**src/hw/rtl/aea_pkg.sv**
```systemverilog
package aea_pkg;

  typedef enum logic [2:0] {
    PH_ATTACK   = 3'd0,
    PH_HOLD     = 3'd1,
    PH_DECAY    = 3'd2,
    PH_SUSTAIN  = 3'd3,
    PH_RELEASE  = 3'd4,
    PH_FINISHED = 3'd5
  } phase_t;

  typedef enum logic [1:0] {
    FN_TICK     = 2'd0,
    FN_NOTE_ON  = 2'd1,
    FN_RELEASE  = 2'd2,
    FN_RESERVED = 2'd3
  } func_t;

  typedef enum logic [2:0] {
    REG_ATTACK  = 3'd0,
    REG_HOLD    = 3'd1,
    REG_DECAY   = 3'd2,
    REG_SUSTAIN = 3'd3,
    REG_RELEASE = 3'd4,
    REG_ZONE    = 3'd5,
    REG_SPARE6  = 3'd6,
    REG_SPARE7  = 3'd7
  } reg_idx_t;

  typedef enum logic [4:0] {
    OP_NONE,
    OP_LOAD,
    OP_NOTE_MUL,
    OP_NOTE_FIN,
    OP_LVL_FIXED,
    OP_DIV_ATK,
    OP_ATK_FIN,
    OP_DIV_IDX,
    OP_EXP_INIT,
    OP_EXP_STEP,
    OP_EXP_FIN,
    OP_REL_LATCH,
    OP_GAIN,
    OP_SCALE_L,
    OP_SCALE_R,
    OP_ADVANCE
  } dp_op_t;

  typedef enum logic [3:0] {
    S_IDLE,
    S_DISPATCH,
    S_NOTE_WAIT,
    S_LVL,
    S_ATK_WAIT,
    S_IDX_WAIT,
    S_EXP,
    S_EXP_FIN,
    S_USE,
    S_SCL_L,
    S_SCL_R,
    S_ADV
  } state_t;

  typedef struct packed {
    dp_op_t op;
  } dp_cmd_t;

  typedef struct packed {
    func_t  func;
    phase_t phase;
    logic   dur_zero;
    logic   div_done;
    logic   k_last;
    logic   out_busy;
  } dp_status_t;

  localparam int          LEVEL_W   = 17;
  localparam int          ACC_W     = 21;
  localparam int          VEL_W     = 7;
  localparam int          SUS_W     = 17;
  localparam int          ZONE_W    = 18;
  localparam logic [16:0] ONE_Q16   = 17'h10000;
  localparam logic [20:0] EXP_L     = 21'd1088529;
  localparam logic [20:0] ACC_ONE   = 21'h100000;
  // floor(x / 127) = (x * DIV127_MUL) >> DIV127_SH for x below 2^25
  localparam int          DIV127_W  = 26;
  localparam int          DIV127_SH = 32;
  localparam logic [25:0] DIV127_MUL = 26'd33818641;

  // 2^(-2^-(k+1)) in Q0.20
  function automatic logic [19:0] pow2_neg_frac(input logic [3:0] k);
    logic [19:0] c;
    case (k)
      4'd0:    c = 20'd741455;
      4'd1:    c = 20'd881744;
      4'd2:    c = 20'd961548;
      4'd3:    c = 20'd1004120;
      4'd4:    c = 20'd1026107;
      4'd5:    c = 20'd1037281;
      4'd6:    c = 20'd1042913;
      4'd7:    c = 20'd1045741;
      4'd8:    c = 20'd1047157;
      4'd9:    c = 20'd1047866;
      4'd10:   c = 20'd1048221;
      4'd11:   c = 20'd1048399;
      4'd12:   c = 20'd1048487;
      4'd13:   c = 20'd1048532;
      4'd14:   c = 20'd1048554;
      default: c = 20'd1048565;
    endcase
    return c;
  endfunction

endpackage

```
**src/hw/rtl/aea_ctrl.sv**
```systemverilog
module aea_ctrl (
  input  logic                clk,
  input  logic                rst,
  input  logic                in_valid,
  output logic                in_ready,
  output aea_pkg::dp_cmd_t    cmd,
  input  aea_pkg::dp_status_t status
);
  import aea_pkg::*;

  state_t state;
  state_t state_next;

  always_ff @(posedge clk) begin
    if (rst) begin
      state <= S_IDLE;
    end else begin
      state <= state_next;
    end
  end

  always_comb begin
    state_next = state;
    cmd.op     = OP_NONE;
    in_ready   = 1'b0;
    unique case (state)
      S_IDLE: begin
        in_ready = 1'b1;
        if (in_valid) begin
          cmd.op     = OP_LOAD;
          state_next = S_DISPATCH;
        end
      end
      S_DISPATCH: begin
        unique case (status.func)
          FN_NOTE_ON: begin
            cmd.op     = OP_NOTE_MUL;
            state_next = S_NOTE_WAIT;
          end
          FN_RELEASE: state_next = (status.phase == PH_FINISHED) ? S_IDLE : S_LVL;
          FN_TICK:    state_next = S_LVL;
          default:    state_next = S_IDLE;
        endcase
      end
      S_NOTE_WAIT: begin
        cmd.op     = OP_NOTE_FIN;
        state_next = S_IDLE;
      end
      S_LVL: begin
        if (status.phase == PH_ATTACK && !status.dur_zero) begin
          cmd.op     = OP_DIV_ATK;
          state_next = S_ATK_WAIT;
        end else if ((status.phase == PH_DECAY || status.phase == PH_RELEASE) &&
                     !status.dur_zero) begin
          cmd.op     = OP_DIV_IDX;
          state_next = S_IDX_WAIT;
        end else begin
          cmd.op     = OP_LVL_FIXED;
          state_next = S_USE;
        end
      end
      S_ATK_WAIT: if (status.div_done) begin
        cmd.op     = OP_ATK_FIN;
        state_next = S_USE;
      end
      S_IDX_WAIT: if (status.div_done) begin
        cmd.op     = OP_EXP_INIT;
        state_next = S_EXP;
      end
      S_EXP: begin
        cmd.op = OP_EXP_STEP;
        if (status.k_last) begin
          state_next = S_EXP_FIN;
        end
      end
      S_EXP_FIN: begin
        cmd.op     = OP_EXP_FIN;
        state_next = S_USE;
      end
      S_USE: begin
        if (status.func == FN_RELEASE) begin
          cmd.op     = OP_REL_LATCH;
          state_next = S_IDLE;
        end else begin
          cmd.op     = OP_GAIN;
          state_next = S_SCL_L;
        end
      end
      S_SCL_L: begin
        cmd.op     = OP_SCALE_L;
        state_next = S_SCL_R;
      end
      S_SCL_R: begin
        cmd.op     = OP_SCALE_R;
        state_next = S_ADV;
      end
      S_ADV: if (!status.out_busy) begin
        cmd.op     = OP_ADVANCE;
        state_next = S_IDLE;
      end
      default: state_next = S_IDLE;
    endcase
  end

  assert property (@(posedge clk) disable iff (rst)
    (in_valid && in_ready) |=> state == S_DISPATCH)
    else $error("accepted request not dispatched");
  assert property (@(posedge clk) disable iff (rst)
    (cmd.op == OP_ADVANCE) |-> !status.out_busy)
    else $error("result overwritten while still held");
  assert property (@(posedge clk) disable iff (rst)
    (state == S_EXP && !status.k_last) |=> state == S_EXP)
    else $error("exponent loop left early");

endmodule

```
**config.mk**
```make
export PLATFORM = sky130hd
export DESIGN_NAME = aea_ctrl
export DESIGN_NICKNAME = d
export VERILOG_FILES = /design/src/hw/rtl/aea_pkg.sv /design/src/hw/rtl/aea_ctrl.sv
export SDC_FILE = /design/constraint.sdc
export NUM_CORES = 1
export LEC_CHECK = 0
export BUFFER_PORTS_ARGS = -buffer_cell sky130_fd_sc_hd__buf_2
export CAP_MARGIN = 10
export CORE_ASPECT_RATIO = 1.5
export CORE_MARGIN = 3
export CORE_UTILIZATION = 30
export DETAILED_ROUTE_END_ITERATION = 6
export PLACE_DENSITY = 0.57
export SETUP_SLACK_MARGIN = 0.15
export SLEW_MARGIN = 20
export SYNTH_ARGS = -nofsm -noshare
export SYNTH_HDL_FRONTEND = slang
export SYNTH_SLANG_ARGS = --single-unit
```
**constraint.sdc**
```tcl
create_clock -name clk -period 1.4 [get_ports clk]
set_clock_uncertainty 0.05 [all_clocks]
set_input_delay 0.07 -clock clk [delete_from_list [all_inputs] [get_ports clk]]
set_output_delay 0.07 -clock clk [all_outputs]
set_load 0.1 [all_outputs]
```
==> impl_results.md <==
* Result of the run: finished with violations
* Failing checks: setup timing
* RR Startpoint: state[0]
* Endpoint type of the worst setup path: primary output
* Area of the core at 0.00205 sq mm
* Placer's final routability congestion estimate at 0.955
* Required time of the critical path at 1280 ps
* Post-layout min period at ~1700 ps
* Row Count at 20
* Fraction of final layout cells with drive strength greater than 1 at 65.4%
* Cell area power density at 1890 mW/mm^2
* Largest register FFs at 4
* Relative contribution of sequential cells to total power at 9.0%
* Design Area, Final at ~0.0013 sq mm
* Hold Vio Cnt, Final at 0
* DP Area at ~0.0010 sq mm
* Effective utilization at floorplan at 31.8%
* Number of synthesized flops with an enable pin at 0
* Number of clock buffers inserted by TritonCTS at 3
* Drt pass-1 iters at 4
* Data arrival time of the critical path at 1610 ps
* Area added between synthesis and finish at 97.3%
* Dpl hpwl at 1750 um
* CTS clk-pin slew, worst paths at 40 ps
* Final Core Density at 62.8%
* Mapped Area at 653 sq um
* Largest buffer count on any clock path at 2
* Number of design rule violations left after detail routing at 0
* Per-instance average area after synthesis at 7.26 sq um
* Setup repair after global routing missed its margin: yes
* Per-cell routed wire length at 16.6 um
* Largest register by flop count: state
* Root buffer selected by CTS: sky130_fd_sc_hd__clkbuf_4
* Leak Pwr at 0.000517 uW
* Synth top area cells: sky130_fd_sc_hd__dfxtp_1, sky130_fd_sc_hd__a21oi_1, sky130_fd_sc_hd__nand2b_1
* Commonest cells after routing, fill and taps aside: sky130_fd_sc_hd__buf_4, sky130_fd_sc_hd__buf_2, sky130_fd_sc_hd__buf_12
* Vias in the first global route at 906
* Net count of the mapped netlist at between 100 and 150
* Number of flip-flops and latches in the synthesized netlist at 4
* I/O pin total at 18
* Setup total negative slack at -1850 ps
* Slack of the worst reg-to-reg path at -220 ps
* Floorplan die area at 0.00278 sq mm
* DIE WIDTH at 44.1 um
* Antenna violations before repair at 0
* Most common cell after layout, fill and taps aside: sky130_fd_sc_hd__buf_4
* Insertion delay to the later sink of the worst-skew pair at approximately 230 ps
* Kind of critical path: register to primary output
* Residual overflow from global routing at 0
* Distinct cell type count after synthesis at 44
* Net switching power figure at 1230 uW
* Number of nets in the layout at 147
* Detailed-route wire length at roughly 2600 um
* Clock sinks at 4
* Internal power summed over all cells at 1210 uW
* Startpoint of the worst hold path: rst
* Max-slew violation count at 0
* H-tree levels at 1
* Maximum number of pins on one net before global-route repair at 12
* Count of synthesis-stage warnings from yosys at 0
* Peak supply drop at 1650 uV
* Register cell area after layout at 95.1 sq um
* Achievable Freq at 578 MHz
* Depth of the worst register-to-register path at 5
* Fraction of power consumed by combinational cells at 85.2%
* Fill cells at between 150 and 200
* Post-synthesis instance total at 90
* Routed Antenna Nets at 0
* Switching share of total power at between 50% and 60%
* # diodes at 0
* Portion of the post-synthesis area used by sequential elements at 12.3%
* Area occupied by multi-input gates at 678 sq um
* Worst Path Max Fanout at 6
* Wire length of the first global-routing pass at 4120 um
* Detail-routed via count per cell at 5.77
* Class of the worst hold path: input pin to register
* TritonCTS clock tree: done
* Share of flip-flops with an asynchronous set or reset after synthesis at 0%
* Share of the synthesized area in the top cell type at 12.3%
* DIE HEIGHT at between 60 and 70 um
* Number of DRC violations after detailed-routing iteration 0 at 26
* Dominant synthesized flop cell: sky130_fd_sc_hd__dfxtp_1
* Final Cycle Share at 124%
* Hold-critical path endpoint: state[3]
* Worst flop-to-flop path endpoint: state[3]
* Registers with the highest flip-flop counts: state x4
* Setup Viol. Count Final at 9
* Count of vias placed by the detailed router at a little under 900
* Clock group share of total power at 5.8%
* Top cell type by total area after synthesis: sky130_fd_sc_hd__dfxtp_1
* GRT Overall Usage at 18.9%
* Final setup slack of the worst path at -330 ps
* Max-cap violations at 0
* CP Launch Type: register
* Buffers added on ports at 16
* Worst hold path stage count at 2
[worst max-delay path, cell delays in order (launching register included)]
cell and delay (ps):
sky130_fd_sc_hd__dfxtp_4 370, sky130_fd_sc_hd__or4b_4 500, sky130_fd_sc_hd__o22ai_4 120, sky130_fd_sc_hd__nand2_1 80
sky130_fd_sc_hd__nand4_1 120, sky130_fd_sc_hd__buf_12 190
[routing by layer]
layer | up-vias | wire length (um) | track usage (%)
met4 | 0 | 47 | 9.43
met5 | - | 0 | 0
li1 | 433 | - | -
met3 | 6 | 81 | 0.286
met1 | 429 | 1040 | 25.1
met2 | 27 | 1410 | 30.3
[what timing repair did]
item | CTS | global route
endpoints found under the setup margin | 9 | 9
pin swaps | 14 | 7
setup buffers | 7 | 1
hold buffers | 0 | 0
gates resized for setup | 26 | 17
[cell usage after synthesis, drive strengths merged (2+ instances only)]
cell and count:
a211oi 2, a21o 2, a21oi 6, a31oi 3, buf 6, clkbuf 3, dfxtp 4, inv 3
nand2 4, nand2b 4, nand3 3, nand4 3, nor2 6, nor2b 3, nor3 2, nor3b 2
nor4b 2, o21ai 6, o22ai 4, or3 2, xor2 2
[layout make-up]
class / count / area share, %
repair buffers: 49 / 35.2
clock buffers: 3 / 1.75
well taps: 22 / 2.14
inverters: 3 / 0.874
multi-input cells: 74 / 52.6
flip-flops and latches: 4 / 7.38
[worst max-delay path by stage]
stage                   from  endpoint
floorplan           state[1]    cmd[1]
finish              state[3]    cmd[1]
global placement    state[3]    cmd[1]
CTS                 state[0]    cmd[1]
detailed placement  state[3]  state[3]
global route        state[3]    cmd[1]
[power groups by stage]
stage               registers, uW  clock network, uW  logic, uW
finish                        220                142       2080
global route                  227                151       2180
CTS                           217                150       1930
detailed placement            215                  0       1600
global placement              214                  0       1600
floorplan                     183                  0       1140
[logic make-up (layout without fill, tap and decap cells)]
group	Yosys count	after routing	synth area share (%)
flip-flops	4	4	12.3
AO/OA/AOI/OAI	33	33	38.3
AND/OR/NAND/NOR	37	37	34.7
other	1	1	0.574
XOR/XNOR	3	3	4.02
buffers and inverters	12	55	10.2
[per-stage QoR]
step / power, uW / hold slack, ps / std cells / worst slack (ps)
floorplan: 1320 / 80.5 / 90 / -558
global placement: 1810 / 274 / 144 / -164
detailed placement: 1820 / 289 / 144 / -172
CTS: 2300 / 30.8 / 154 / -358
global route: 2560 / 69.1 / 155 / -377
finish: 2440 / 60.6 / 155 / -330
No activity file was read; power rests on OpenSTA's default activity.
